===== config.mk =====
export PLATFORM = sky130hd
export DESIGN_NAME = general_purpose_timer_core
export DESIGN_NICKNAME = d
export VERILOG_FILES = /design/src/gpt_pkg.sv /design/src/gpt_tick.sv /design/src/general_purpose_timer_core.sv
export SDC_FILE = /design/constraint.sdc
export NUM_CORES = 1
export LEC_CHECK = 0
export ABC_CLOCK_PERIOD_IN_PS = 2960
export BUFFER_PORTS_ARGS = -buffer_cell sky130_fd_sc_hd__buf_4
export CORE_MARGIN = 2
export CORE_UTILIZATION = 45
export CTS_CLUSTER_DIAMETER = 60
export DETAILED_ROUTE_END_ITERATION = 16
export REMOVE_ABC_BUFFERS = 1
export SLEW_MARGIN = 20
export SYNTH_ARGS = -nofsm -noshare
export SYNTH_HDL_FRONTEND = slang
export SYNTH_HIERARCHICAL = 1
export SYNTH_SLANG_ARGS = --single-unit

===== constraint.sdc =====
create_clock -name clk -period 2.96 [get_ports clk]
set_clock_uncertainty 0.2 [all_clocks]
set_input_delay 0.148 -clock clk [delete_from_list [all_inputs] [get_ports clk]]
set_output_delay 0.148 -clock clk [all_outputs]
set_load 0.005 [all_outputs]

===== src/gpt_pkg.sv =====
// Shared types, register indexes and constants for the general-purpose timer.
`timescale 1ns / 1ps

package gpt_pkg;

    // Default configuration of the timer core.
    localparam int COUNT_BITS_DEF = 16;
    localparam int CHANNELS_DEF   = 4;

    // Item kinds carried in the slave-side tuser.
    typedef enum logic [1:0] {
        FUNC_TICK  = 2'd0,
        FUNC_READ  = 2'd1,
        FUNC_WRITE = 2'd2
    } func_t;

    // Register word indexes.
    localparam logic [7:0] IDX_CONTROL_ONE    = 8'd0;
    localparam logic [7:0] IDX_CONTROL_TWO    = 8'd1;
    localparam logic [7:0] IDX_SLAVE_MODE     = 8'd2;
    localparam logic [7:0] IDX_IRQ_ENABLE     = 8'd3;
    localparam logic [7:0] IDX_STATUS         = 8'd4;
    localparam logic [7:0] IDX_EVENT_GEN      = 8'd5;
    localparam logic [7:0] IDX_MODE_0         = 8'd6;
    localparam logic [7:0] IDX_MODE_1         = 8'd7;
    localparam logic [7:0] IDX_CHANNEL_ENABLE = 8'd8;
    localparam logic [7:0] IDX_COUNT          = 8'd9;
    localparam logic [7:0] IDX_PRESCALE       = 8'd10;
    localparam logic [7:0] IDX_RELOAD         = 8'd11;
    localparam logic [7:0] IDX_REPEAT         = 8'd12;
    localparam logic [7:0] IDX_COMPARE_0      = 8'd13;
    localparam logic [7:0] IDX_COMPARE_1      = 8'd14;
    localparam logic [7:0] IDX_COMPARE_2      = 8'd15;
    localparam logic [7:0] IDX_COMPARE_3      = 8'd16;
    localparam logic [7:0] IDX_BREAK_DEAD     = 8'd17;

    // Control register one bit positions.
    localparam int CR1_ENABLE  = 0;
    localparam int CR1_UDIS    = 1;
    localparam int CR1_URS     = 2;
    localparam int CR1_OPM     = 3;
    localparam int CR1_DOWN    = 4;
    localparam int CR1_BUFFER  = 7;

    // Masks applied to written values.
    localparam logic [9:0]  CR1_WRITE_MASK = 10'h3ff;
    localparam logic [15:0] EGR_FLAG_MASK  = 16'h00de;
    localparam logic [15:0] UPDATE_FLAG    = 16'h0001;

    // Control bits that steer one counting step.
    typedef struct packed {
        logic enable;
        logic udis;
        logic opm;
        logic down;
    } gpt_tick_ctrl_t;

    // Events raised by one counting step.
    typedef struct packed {
        logic update_flag;
        logic clear_enable;
    } gpt_tick_evt_t;

endpackage


===== src/gpt_tick.sv =====
// One timer-clock tick: prescaler, up/down counter, repetition and update event.
`timescale 1ns / 1ps

module gpt_tick
    import gpt_pkg::*;
#(
    parameter int COUNT_BITS = COUNT_BITS_DEF
)
(
    input  gpt_tick_ctrl_t        ctrl,
    input  logic [15:0]           phase,
    input  logic [15:0]           psc_live,
    input  logic [15:0]           psc_written,
    input  logic [COUNT_BITS-1:0] count,
    input  logic [COUNT_BITS-1:0] reload_live,
    input  logic [COUNT_BITS-1:0] reload_written,
    input  logic [7:0]            rep_left,
    input  logic [7:0]            rep_written,
    output logic [15:0]           phase_next,
    output logic [15:0]           psc_live_next,
    output logic [COUNT_BITS-1:0] count_next,
    output logic [COUNT_BITS-1:0] reload_live_next,
    output logic [7:0]            rep_left_next,
    output gpt_tick_evt_t         evt
);

    logic overflow;

    // The counter passes its end at zero going down and at the reload value going up.
    assign overflow = ctrl.down ? (count == '0) : (count == reload_live);

    always_comb
    begin
        phase_next       = phase;
        psc_live_next    = psc_live;
        count_next       = count;
        reload_live_next = reload_live;
        rep_left_next    = rep_left;
        evt              = '0;
        if (ctrl.enable)
        begin
            if (phase < psc_live)
            begin
                phase_next = phase + 16'd1;
            end
            else
            begin
                phase_next = '0;
                if (!overflow)
                begin
                    // Counting up past a lowered reload value wraps around naturally.
                    count_next = ctrl.down ? (count - COUNT_BITS'(1))
                                           : (count + COUNT_BITS'(1));
                end
                else
                begin
                    // The repetition counter absorbs overflows before an update fires.
                    if (rep_left != 8'd0)
                    begin
                        rep_left_next = rep_left - 8'd1;
                    end
                    else
                    begin
                        if (!ctrl.udis)
                        begin
                            psc_live_next    = psc_written;
                            reload_live_next = reload_written;
                            rep_left_next    = rep_written;
                            evt.update_flag  = 1'b1;
                        end
                        evt.clear_enable = ctrl.opm;
                    end
                    count_next = ctrl.down ? reload_live_next : '0;
                end
            end
        end
    end

endmodule


===== src/general_purpose_timer_core.sv =====
// Top level of the general-purpose timer: register file, stream ports and result register.
`timescale 1ns / 1ps

// A COUNT_BITS-wide up/down timer with prescaler, auto-reload, repetition counter and
// event generation, driven by a stream of transactions: a timer tick, a register read or
// a masked register write (write_data AND write_mask). Every transaction produces exactly
// one result carrying the read data (zero unless a read) and both interrupt levels as they
// stand after the transaction. Each transaction is handled in the cycle it is accepted and
// its result appears in the output register on the next cycle; one transaction is accepted
// every cycle, limited only by the output register, which takes a new result whenever it is
// empty or being drained in the same cycle. Capture/compare registers are storage only.

module general_purpose_timer_core
    import gpt_pkg::*;
#(
    parameter int COUNT_BITS = COUNT_BITS_DEF,
    parameter int CHANNELS   = CHANNELS_DEF
)
(
    input  logic        clk,
    input  logic        rst_n,
    input  logic        s_tvalid,
    output logic        s_tready,
    input  logic [39:0] s_tdata,  // reg_index[7:0], write_data[23:8], write_mask[39:24]
    input  logic [1:0]  s_tuser,  // func[1:0]
    output logic        m_tvalid,
    input  logic        m_tready,
    output logic [23:0] m_tdata   // read_data[15:0], upd_irq[16], compare_irq[17], zeros
);

    localparam int CH_IW = (CHANNELS > 1) ? $clog2(CHANNELS) : 1;
    localparam logic [15:0] CC_FLAG_MASK = 16'(((1 << CHANNELS) - 1) << 1);

    // Architectural registers.
    logic [9:0]            control_one_reg, control_one_next;
    logic [15:0]           control_two_reg, control_two_next;
    logic [15:0]           slave_mode_reg, slave_mode_next;
    logic [15:0]           irq_enable_reg, irq_enable_next;
    logic [15:0]           status_reg, status_next;
    logic [15:0]           mode_reg [2];
    logic [15:0]           mode_next [2];
    logic [15:0]           channel_enable_reg, channel_enable_next;
    logic [15:0]           psc_written_reg, psc_written_next;
    logic [15:0]           psc_live_reg, psc_live_next;
    logic [15:0]           phase_reg, phase_next;
    logic [COUNT_BITS-1:0] reload_written_reg, reload_written_next;
    logic [COUNT_BITS-1:0] reload_live_reg, reload_live_next;
    logic [7:0]            rep_written_reg, rep_written_next;
    logic [7:0]            rep_left_reg, rep_left_next;
    logic [COUNT_BITS-1:0] count_reg, count_next;
    logic [15:0]           compare_reg [CHANNELS];
    logic [15:0]           compare_next [CHANNELS];
    logic [15:0]           break_dead_reg, break_dead_next;

    // Result register.
    logic                  out_valid_reg, out_valid_next;
    logic [23:0]           out_data_reg, out_data_next;

    // Transaction fields.
    logic                  accept;
    func_t                 func;
    logic [7:0]            reg_index;
    logic [15:0]           wval;
    logic [7:0]            ch_off;
    logic [CH_IW-1:0]      ch_sel;
    logic                  ch_ok;
    logic [COUNT_BITS-1:0] wval_count;
    logic [15:0]           read_data;
    logic                  upd_irq;
    logic                  compare_irq;

    // Tick unit signals.
    gpt_tick_ctrl_t        tick_ctrl;
    gpt_tick_evt_t         tick_evt;
    logic [15:0]           tick_phase;
    logic [15:0]           tick_psc_live;
    logic [COUNT_BITS-1:0] tick_count;
    logic [COUNT_BITS-1:0] tick_reload_live;
    logic [7:0]            tick_rep_left;

    assign s_tready   = !out_valid_reg || m_tready;
    assign accept     = s_tvalid && s_tready;
    assign func       = func_t'(s_tuser);
    assign reg_index  = s_tdata[7:0];
    assign wval       = s_tdata[23:8] & s_tdata[39:24];
    assign wval_count = COUNT_BITS'(wval);
    assign ch_off     = reg_index - IDX_COMPARE_0;
    assign ch_sel     = ch_off[CH_IW-1:0];
    assign ch_ok      = ch_off < 8'(CHANNELS);

    assign tick_ctrl.enable = control_one_reg[CR1_ENABLE];
    assign tick_ctrl.udis   = control_one_reg[CR1_UDIS];
    assign tick_ctrl.opm    = control_one_reg[CR1_OPM];
    assign tick_ctrl.down   = control_one_reg[CR1_DOWN];

    gpt_tick #(
        .COUNT_BITS (COUNT_BITS)
    ) u_tick (
        .ctrl             (tick_ctrl),
        .phase            (phase_reg),
        .psc_live         (psc_live_reg),
        .psc_written      (psc_written_reg),
        .count            (count_reg),
        .reload_live      (reload_live_reg),
        .reload_written   (reload_written_reg),
        .rep_left         (rep_left_reg),
        .rep_written      (rep_written_reg),
        .phase_next       (tick_phase),
        .psc_live_next    (tick_psc_live),
        .count_next       (tick_count),
        .reload_live_next (tick_reload_live),
        .rep_left_next    (tick_rep_left),
        .evt              (tick_evt)
    );

    // Register read multiplexer; reads have no side effects.
    always_comb
    begin
        read_data = '0;
        unique case (reg_index)
            IDX_CONTROL_ONE:    read_data = 16'(control_one_reg);
            IDX_CONTROL_TWO:    read_data = control_two_reg;
            IDX_SLAVE_MODE:     read_data = slave_mode_reg;
            IDX_IRQ_ENABLE:     read_data = irq_enable_reg;
            IDX_STATUS:         read_data = status_reg;
            IDX_MODE_0:         read_data = mode_reg[0];
            IDX_MODE_1:         read_data = mode_reg[1];
            IDX_CHANNEL_ENABLE: read_data = channel_enable_reg;
            IDX_COUNT:          read_data = 16'(count_reg);
            IDX_PRESCALE:       read_data = psc_written_reg;
            IDX_RELOAD:         read_data = 16'(reload_written_reg);
            IDX_REPEAT:         read_data = 16'(rep_written_reg);
            IDX_COMPARE_0, IDX_COMPARE_1, IDX_COMPARE_2, IDX_COMPARE_3:
            begin
                if (ch_ok)
                begin
                    read_data = compare_reg[ch_sel];
                end
            end
            IDX_BREAK_DEAD:     read_data = break_dead_reg;
            default:            read_data = '0;
        endcase
    end

    // Next state of the register file for the accepted transaction.
    always_comb
    begin
        control_one_next    = control_one_reg;
        control_two_next    = control_two_reg;
        slave_mode_next     = slave_mode_reg;
        irq_enable_next     = irq_enable_reg;
        status_next         = status_reg;
        mode_next           = mode_reg;
        channel_enable_next = channel_enable_reg;
        psc_written_next    = psc_written_reg;
        psc_live_next       = psc_live_reg;
        phase_next          = phase_reg;
        reload_written_next = reload_written_reg;
        reload_live_next    = reload_live_reg;
        rep_written_next    = rep_written_reg;
        rep_left_next       = rep_left_reg;
        count_next          = count_reg;
        compare_next        = compare_reg;
        break_dead_next     = break_dead_reg;
        if (accept)
        begin
            unique case (func)
                FUNC_TICK:
                begin
                    phase_next    = tick_phase;
                    psc_live_next = tick_psc_live;
                    count_next    = tick_count;
                    reload_live_next = tick_reload_live;
                    rep_left_next = tick_rep_left;
                    if (tick_evt.update_flag)
                    begin
                        status_next = status_reg | UPDATE_FLAG;
                    end
                    if (tick_evt.clear_enable)
                    begin
                        control_one_next[CR1_ENABLE] = 1'b0;
                    end
                end
                FUNC_READ:
                begin
                    // Reads leave all state untouched.
                end
                FUNC_WRITE:
                begin
                    unique case (reg_index)
                        IDX_CONTROL_ONE:
                        begin
                            control_one_next = wval[9:0] & CR1_WRITE_MASK;
                            if (!wval[CR1_BUFFER])
                            begin
                                reload_live_next = reload_written_reg;
                            end
                        end
                        IDX_CONTROL_TWO:    control_two_next = wval;
                        IDX_SLAVE_MODE:     slave_mode_next = wval;
                        IDX_IRQ_ENABLE:     irq_enable_next = wval;
                        IDX_STATUS:         status_next = status_reg & wval;
                        IDX_EVENT_GEN:
                        begin
                            // Forced update reloads everything and restarts the prescaler.
                            if (wval[0])
                            begin
                                psc_live_next    = psc_written_reg;
                                reload_live_next = reload_written_reg;
                                rep_left_next    = rep_written_reg;
                                if (!control_one_reg[CR1_URS])
                                begin
                                    status_next = status_reg | UPDATE_FLAG;
                                end
                                count_next = control_one_reg[CR1_DOWN] ? reload_written_reg
                                                                       : '0;
                                phase_next = '0;
                            end
                            status_next = status_next | (wval & EGR_FLAG_MASK);
                        end
                        IDX_MODE_0:         mode_next[0] = wval;
                        IDX_MODE_1:         mode_next[1] = wval;
                        IDX_CHANNEL_ENABLE: channel_enable_next = wval;
                        IDX_COUNT:          count_next = wval_count;
                        IDX_PRESCALE:       psc_written_next = wval;
                        IDX_RELOAD:
                        begin
                            // Unbuffered reload takes effect at once and clamps the count.
                            reload_written_next = wval_count;
                            if (!control_one_reg[CR1_BUFFER])
                            begin
                                reload_live_next = wval_count;
                                if (count_reg > wval_count)
                                begin
                                    count_next = wval_count;
                                end
                            end
                        end
                        IDX_REPEAT:         rep_written_next = wval[7:0];
                        IDX_COMPARE_0, IDX_COMPARE_1, IDX_COMPARE_2, IDX_COMPARE_3:
                        begin
                            if (ch_ok)
                            begin
                                compare_next[ch_sel] = wval;
                            end
                        end
                        IDX_BREAK_DEAD:     break_dead_next = wval;
                        default:
                        begin
                            // Unlisted registers ignore writes.
                        end
                    endcase
                end
                default:
                begin
                    // Undefined item kind does nothing.
                end
            endcase
        end
    end

    // Result of the transaction and output register handshake.
    assign upd_irq     = |(status_next & irq_enable_next & UPDATE_FLAG);
    assign compare_irq = |(status_next & irq_enable_next & CC_FLAG_MASK);

    always_comb
    begin
        out_valid_next = out_valid_reg && !m_tready;
        out_data_next  = out_data_reg;
        if (accept)
        begin
            out_valid_next = 1'b1;
            out_data_next  = {6'd0, compare_irq, upd_irq,
                              (func == FUNC_READ) ? read_data : 16'd0};
        end
    end

    assign m_tvalid = out_valid_reg;
    assign m_tdata  = out_data_reg;

    // Control and architectural state.
    always_ff @(posedge clk or negedge rst_n)
    begin
        if (!rst_n)
        begin
            out_valid_reg      <= 1'b0;
            control_one_reg    <= '0;
            control_two_reg    <= '0;
            slave_mode_reg     <= '0;
            irq_enable_reg     <= '0;
            status_reg         <= '0;
            mode_reg[0]        <= '0;
            mode_reg[1]        <= '0;
            channel_enable_reg <= '0;
            psc_written_reg    <= '0;
            psc_live_reg       <= '0;
            phase_reg          <= '0;
            reload_written_reg <= '1;
            reload_live_reg    <= '1;
            rep_written_reg    <= '0;
            rep_left_reg       <= '0;
            count_reg          <= '0;
            for (int i = 0; i < CHANNELS; i++)
            begin
                compare_reg[i] <= '0;
            end
            break_dead_reg     <= '0;
        end
        else
        begin
            out_valid_reg      <= out_valid_next;
            control_one_reg    <= control_one_next;
            control_two_reg    <= control_two_next;
            slave_mode_reg     <= slave_mode_next;
            irq_enable_reg     <= irq_enable_next;
            status_reg         <= status_next;
            mode_reg           <= mode_next;
            channel_enable_reg <= channel_enable_next;
            psc_written_reg    <= psc_written_next;
            psc_live_reg       <= psc_live_next;
            phase_reg          <= phase_next;
            reload_written_reg <= reload_written_next;
            reload_live_reg    <= reload_live_next;
            rep_written_reg    <= rep_written_next;
            rep_left_reg       <= rep_left_next;
            count_reg          <= count_next;
            compare_reg        <= compare_next;
            break_dead_reg     <= break_dead_next;
        end
    end

    // Result payload needs no reset.
    always_ff @(posedge clk)
    begin
        out_data_reg <= out_data_next;
    end

    // Every accepted transaction leaves a result in the output register.
    a_accept_gives_result: assert property (@(posedge clk) disable iff (!rst_n)
        accept |=> m_tvalid)
        else $error("accepted transaction produced no result");

    // A waiting result carries the update level of the current state.
    a_upd_irq_matches: assert property (@(posedge clk) disable iff (!rst_n)
        m_tvalid |-> (m_tdata[16] == (status_reg[0] & irq_enable_reg[0])))
        else $error("upd_irq does not match status and enable");

    // The prescaler phase never runs past the live prescale value.
    a_phase_bounded: assert property (@(posedge clk) disable iff (!rst_n)
        phase_reg <= psc_live_reg)
        else $error("prescaler phase exceeds live prescale value");

endmodule

==> results of run 1 <==
critical path: cells and delay by family, from the launching register on:
kind                     cells  cell delay [ns]
AO/OA/AOI/OAI                4             0.52
adder cells (fa/ha/maj)      1             0.30
buffers and inverters        2             0.28
flip-flops                   1             0.38
multiplexers                 2             0.58
AND/OR/NAND/NOR              4             0.91
layout make-up:
cell class | instances | area (um2) | area share
clock buffer | 58 | 1181 | 0.04851
sequential | 333 | 8464 | 0.3477
inverter | 52 | 195.2 | 0.008017
multi-input combinational | 1491 | 10350 | 0.4251
clock inverter | 18 | 244.0 | 0.01002
timing repair buffer | 372 | 3237 | 0.1330
tap | 539 | 674.4 | 0.02770
logic make-up (layout without fill, tap and decap cells):
| kind of cell | count (synthesis) | count (layout) |
|---|---|---|
| multiplexers | 190 | 190 |
| buffers and inverters | 209 | 500 |
| XOR/XNOR | 37 | 37 |
| other | 1 | 6 |
| flip-flops | 333 | 333 |
| AND/OR/NAND/NOR | 626 | 626 |
| AO/OA/AOI/OAI | 578 | 578 |
| adder cells (fa/ha/maj) | 54 | 54 |
where the power goes:
group	leakage, nW	switching [mW]	total (mW)	internal [mW]
sequential	4.38	0.104	4.82	4.72
combinational	5.67	0.850	1.45	0.603
clock	0.701	2.15	5.25	3.10
total	10.8	3.10	11.5	8.42
layer usage:
layer / GRT usage / wire length (um) / up-vias
met3: 0.04827 / 4610 / 164
met1: 0.3969 / 27540 / 8324
met5: 0 / 0 / -
met2: 0.4532 / 28900 / 669
li1: - / - / 7841
met4: 0.1027 / 2228 / 0
metrics by stage:
| stage | instance area, um2 | total power [mW] |
|---|---|---|
| finish | 24350 | 11.52 |
| global route | 24350 | 11.94 |
| CTS | 24030 | 11.54 |
| detailed placement | 21720 | 6.190 |
| global placement | 21720 | 6.163 |
| floorplan | 18480 | 5.513 |
Yosys cell counts, drive strengths merged (32+ instances only):
cell type,instances,area [um2]
buf,43,292.8
a21oi,96,484.2
nor2,114,445.4
nand2,326,1224
clkbuf,114,427.9
ha,53,663.1
dfrtp,283,7082
o21ai,239,1196
dfstp,32,840.8
mux2,143,1723
a31oi,55,344.1
nand3,52,302.8
inv,51,191.4
worst min-delay path by stage:
stage          slack, ns                end
5_1_grt             0.07  irq_enable_reg[9]
3_5_place_dp        -0.1    rep_left_reg[3]
6_report            0.06  irq_enable_reg[9]
3_3_place_gp        -0.1    psc_live_reg[7]
2_1_floorplan      -0.35  break_dead_reg[0]
4_1_cts             0.02  irq_enable_reg[9]
repair_timing:
action,CTS,global route
hold buffers,36,0
resized for setup,83,61
pin swaps,20,22
hold endpoints to repair,382,0
cloned,3,3
endpoints found under the setup margin,63,60
setup buffers,16,8
==> results.py, run 1 <==
metrics = {
    "outcome": {
        "outcome": "finished with violations",
        "violations": "negative setup slack",
    },
    "timing": {
        "fmax_mhz": 305.6,
        "fin_crit_sh": 1.106,
        "rsz0062_at_grt": "yes",
        "hold_violations": 0,
        "tns_ns": -10.66,
        "drv_slew": 0,
        "hold_ws_ns": 0.05582,
        "setup_viol": 59,
        "setup_ws_ns": -0.3125,
        "slew_headroom": 0.3524,
        "worst_pin_slew_ns": 0.9713,
        "post-route-min-period_ns": 3.273,
    },
    "critical_path": {
        "start_kind": "register",
        "endpoint": "reload_live_reg[11]",
        "worstSetupPathType": "reg -> reg",
        "slowest_delay_ns": 0.52,
        "crit_start": "phase_reg[5]",
        "critical_path_arrival_ns": 3.55,
        "required_ns": 3.24,
        "path_cells": "ha_1, and4_1, o21ai_1, o2111ai_2, a211oi_2, or4_4, nor2_4, buf_12, buf_12, mux2_4, nand2_1, o21ai_1, mux2_4",
        "reg2reg_depth": 13,
        "end_kind": "register",
        "reg2reg_slack_ns": -0.31,
        "rr_startpoint": "phase_reg[5]",
        "timing.rr.end": "reload_live_reg[11]",
        "crit_path_top_delay_cell": "or4_4",
        "critPathMaxFanout": 5,
    },
    "power": {
        "power_leakage_nw": 10.76,
        "irDropWorstVdd_uv": 398.7,
        "power_density_nw_per_um2": 473.3,
    },
    "layout": {
        "nNetsFinal": 2392,
        "final_cells": 2863,
        "mostFrequentLayoutCells": "nand2_1 (321), buf_4 (300), dfrtp_1 (282)",
        "final_util": 0.5791,
        "drive_gt1_frac": 0.2823,
        "largest_reg_flops": 64,
        "syn2layout_area_growth_pct": 26.94,
        "nFillCells": 3595,
        "n_antenna_cell": 0,
        "final_common_cell": "nand2_1",
    },
    "clock_network": {
        "cts.clk_slew.worst_paths_ns": 0.06,
        "cts_tree": "built",
        "cts-root-buf": "clkbuf_16",
        "h-tree-depth": 2,
        "clock_path_buffers": 3,
        "worstSkewPairLatency_ns": 0.60,
        "cts-buffers-inserted": 42,
        "cts.sinks": 333,
    },
    "route": {
        "wl_per_cell_um": 22.10,
        "wirelength_um": 63280,
        "ant_nets": 0,
        "vias_per_cell": 5.937,
        "dr.pass1.iters": 6,
        "drc": 0,
        "drtIter0Drc": 1543,
        "vias": 17000,
    },
    "synthesis": {
        "mappedNetlistArea_um2": 19180,
        "synth_compound_gate_area_share": 0.1868,
        "async_flop_share": 0.9459,
        "yosysSeqAreaShare": 0.4413,
        "ys_ff_latch": 333,
        "yosys_warnings": 6,
        "synth_ff_type": "dfrtp_1",
        "synth_xor_xnor_area_share": 0.01690,
        "synth_edf_count": 18,
        "synth-simple-area-share": 0.1467,
        "synth_top_family_by_area": "compound AO/OA/AOI/OAI gates",
        "synth_cell_type_count": 86,
        "syn_inst": 2028,
        "synth_fa_ha_area_frac": 0.03562,
        "muxShareOfSynthArea": 0.1248,
        "synth_area_per_cell_um2": 9.457,
    },
    "floorplanning": {
        "die_h_um": 210.5,
        "io_pins": 72,
        "core_um2": 42040,
        "start_util": 0.4562,
        "rows": 75,
        "die_area_um2": 44290,
        "die_x_um": 210.5,
    },
    "placement": {
        "port_buffers": 65,
        "dp_hpwl_um": 43650,
        "routabilityCongestion": 0.9403,
        "place_ws_ns": -0.3759,
        "dp_cells": 2724,
    },
    "grt": {
        "track_usage": 0.2859,
        "antenna_found_initial": 0,
        "overflow": 0,
        "grt_pass1_vias": 16580,
        "grt_pass1_wl_um": 98100,
        "grt_max_degree": 92,
    },
    "hold_path": {
        "hold_depth": 5,
        "worstHoldPathType": "in -> reg",
        "min_from": "s_tdata[17]",
    },
    "run": {
        "cap_violations": 0,
    },
}
(Power assumes the default switching activity.)
==> run 2: changes to the inputs <==
--- a/config.mk
+++ b/config.mk
@@ -12,6 +12,7 @@
 export CTS_CLUSTER_DIAMETER = 60
 export DETAILED_ROUTE_END_ITERATION = 16
 export REMOVE_ABC_BUFFERS = 1
+export SETUP_SLACK_MARGIN = 0.15
 export SLEW_MARGIN = 20
 export SYNTH_ARGS = -nofsm -noshare
 export SYNTH_HDL_FRONTEND = slang
==> run 2 against run 1 <==
The run still ends with negative setup slack left. First-iteration DRC count down 8.4%. Global-route usage up 0.19 points. Sequential share of layout area about the same. Combinational power about the same. Worst setup slack worse by 0.017 ns. Worst hold slack worse by 0.013 ns. Non-clock buffer count unchanged. Count of clock-buffer cells in the layout unchanged. Largest cell class unchanged. Largest power group unchanged. Highest routed layer unchanged.
==> results.py, run 2 (synthesis results as in run 1) <==
metrics = {
    "critical_path": {
        "reg2reg_slack_ns": -0.33,
        "slowest_delay_ns": 0.52,
        "critical_path.top_delay_family": "simple AND/OR/NAND/NOR gates",
        "reg2reg_depth": 13,
        "rr_startpoint": "phase_reg[5]",
        "end_kind": "register",
        "critical_path_arrival_ns": 3.57,
        "worst-path-stages": 13,
        "start_kind": "register",
        "crit_path_top_delay_cell": "or4_4",
        "crit_buf_inv": 2,
        "critPathMaxFanout": 5,
        "endpoint": "reload_live_reg[8]",
        "required_ns": 3.24,
        "timing.rr.end": "reload_live_reg[8]",
        "worstSetupPathType": "reg -> reg",
        "crit_start": "phase_reg[5]",
        "path_cells": "ha_1, and4_1, o21ai_1, o2111ai_2, a211oi_2, or4_4, nor2_4, buf_12, buf_12, mux2_4, nand2_1, o21ai_1, mux2_4",
    },
    "floorplanning": {
        "die_area_um2": 44290,
        "io_pins": 72,
        "rows": 75,
        "start_util": 0.4562,
        "die_h_um": 210.5,
        "core_um2": 42040,
        "die_x_um": 210.5,
    },
    "hold_path": {
        "worstHoldPathType": "in -> reg",
        "hold_depth": 5,
    },
    "timing": {
        "hold_violations": 0,
        "slew_headroom": 0.3527,
        "worst_pin_slew_ns": 0.9709,
        "hold_ws_ns": 0.04304,
        "rsz0062_at_grt": "yes",
        "setup_viol": 56,
        "fmax_mhz": 304.0,
        "post-route-min-period_ns": 3.290,
        "drv_slew": 0,
        "fin_crit_sh": 1.111,
        "setup_ws_ns": -0.3296,
    },
    "route": {
        "vias_per_cell": 5.929,
        "top_layer": "met4",
        "routed-wl-met3_um": 4734,
        "wirelength_um": 63550,
        "ant_nets": 0,
        "vias": 16980,
        "wl_per_cell_um": 22.20,
        "wl_met2_um": 29180,
        "drc": 0,
        "dr.pass1.iters": 8,
        "wl_met1_um": 27570,
        "drtIter0Drc": 1414,
    },
    "power": {
        "power_leakage_nw": 10.76,
        "power_density_nw_per_um2": 473.4,
        "irDropWorstVdd_uv": 398.2,
    },
    "clock_network": {
        "cts-root-buf": "clkbuf_16",
        "cts_tree": "built",
        "cts.clk_slew.worst_paths_ns": 0.06,
        "cts-buffers-inserted": 42,
        "clock_path_buffers": 3,
        "h-tree-depth": 2,
        "worstSkewPairLatency_ns": 0.60,
        "cts.sinks": 333,
    },
    "layout": {
        "nFillCells": 3584,
        "nNetsFinal": 2392,
        "syn2layout_area_growth_pct": 27.06,
        "n_antenna_cell": 0,
        "final_cells": 2863,
        "multi_input_area_um2": 10360,
        "mostFrequentLayoutCells": "nand2_1 (322), buf_4 (297), dfrtp_1 (279)",
        "seq_area_um2": 8468,
        "largest_reg_flops": 64,
        "final_common_cell": "nand2_1",
        "drive_gt1_frac": 0.2861,
    },
    "outcome": {
        "outcome": "finished with violations",
        "violations": "negative setup slack",
    },
    "grt": {
        "grt_max_degree": 92,
        "grt_pass1_vias": 16620,
        "track_usage": 0.2879,
        "overflow": 0,
        "grt_pass1_wl_um": 98710,
        "antenna_found_initial": 0,
    },
    "placement": {
        "dp_hpwl_um": 43650,
        "routabilityCongestion": 0.9403,
        "port_buffers": 65,
        "dp_cells": 2724,
    },
    "run": {
        "cap_violations": 0,
    },
}
run 2: power by group:
part	switching, mW	total, mW	internal (mW)	leakage, nW
sequential	0.102	4.82	4.72	4.38
clock	2.15	5.25	3.10	0.701
combinational	0.852	1.46	0.612	5.68
run 2: worst min-delay path by stage:
stage	start	end	slack [ns]
CTS	s_tdata[33]	irq_enable_reg[9]	0.008
global placement	rst_n	psc_live_reg[7]	-0.1
finish	s_tdata[33]	irq_enable_reg[9]	0.04
floorplan	rst_n	break_dead_reg[0]	-0.35
detailed placement	rst_n	rep_left_reg[3]	-0.1
global route	s_tdata[33]	irq_enable_reg[9]	0.07
run 2: layout make-up:
type / count / area share
multi-input combinational: 1491 / 0.4250
sequential: 333 / 0.3475
timing repair buffer: 372 / 0.1334
clock buffer: 58 / 0.04847
tap: 539 / 0.02767
clock inverter: 18 / 0.01001
inverter: 52 / 0.008009
run 2: metrics by stage:
stage                     setup WS (ns)  area [um2]    util  power [mW]  setup TNS (ns)
final                           -0.3296       24370  0.5797       11.54          -10.13
after global routing            -0.4514       24370  0.5797       11.95          -17.23
after CTS                       -0.3073       24080  0.5727       11.56          -9.301
after detailed placement        -0.3759       21720  0.5165       6.190          -12.54
after global placement          -0.3453       21720  0.5165       6.163          -9.028
after floorplan                  -1.737       18480       -       5.513         -290.52
run 2: repair_timing:
item	4_1_cts	5_1_grt
hold buffers	33	0
hold endpoints to repair	382	0
setup buffers	16	7
pin swaps	24	29
resized for setup	92	59
gates cloned	6	1
setup endpoints to repair	70	74
run 2: layer usage:
| layer | up-vias | GRT usage |
|---|---|---|
| li1 | 7838 | - |
| met1 | 8326 | 0.3954 |
| met2 | 656 | 0.4586 |
| met3 | 156 | 0.05378 |
| met4 | 0 | 0.1008 |
| met5 | - | 0 |
run 2: worst reg2reg max path, cell delays in order, from the launching register on:
cell and delay (ns):
dfrtp_1 0.38, ha_1 0.30, and4_1 0.21, o21ai_1 0.08
o2111ai_2 0.23, a211oi_2 0.13, or4_4 0.52, nor2_4 0.12
buf_12 0.14, buf_12 0.14, mux2_4 0.31, nand2_1 0.07
o21ai_1 0.08, mux2_4 0.28
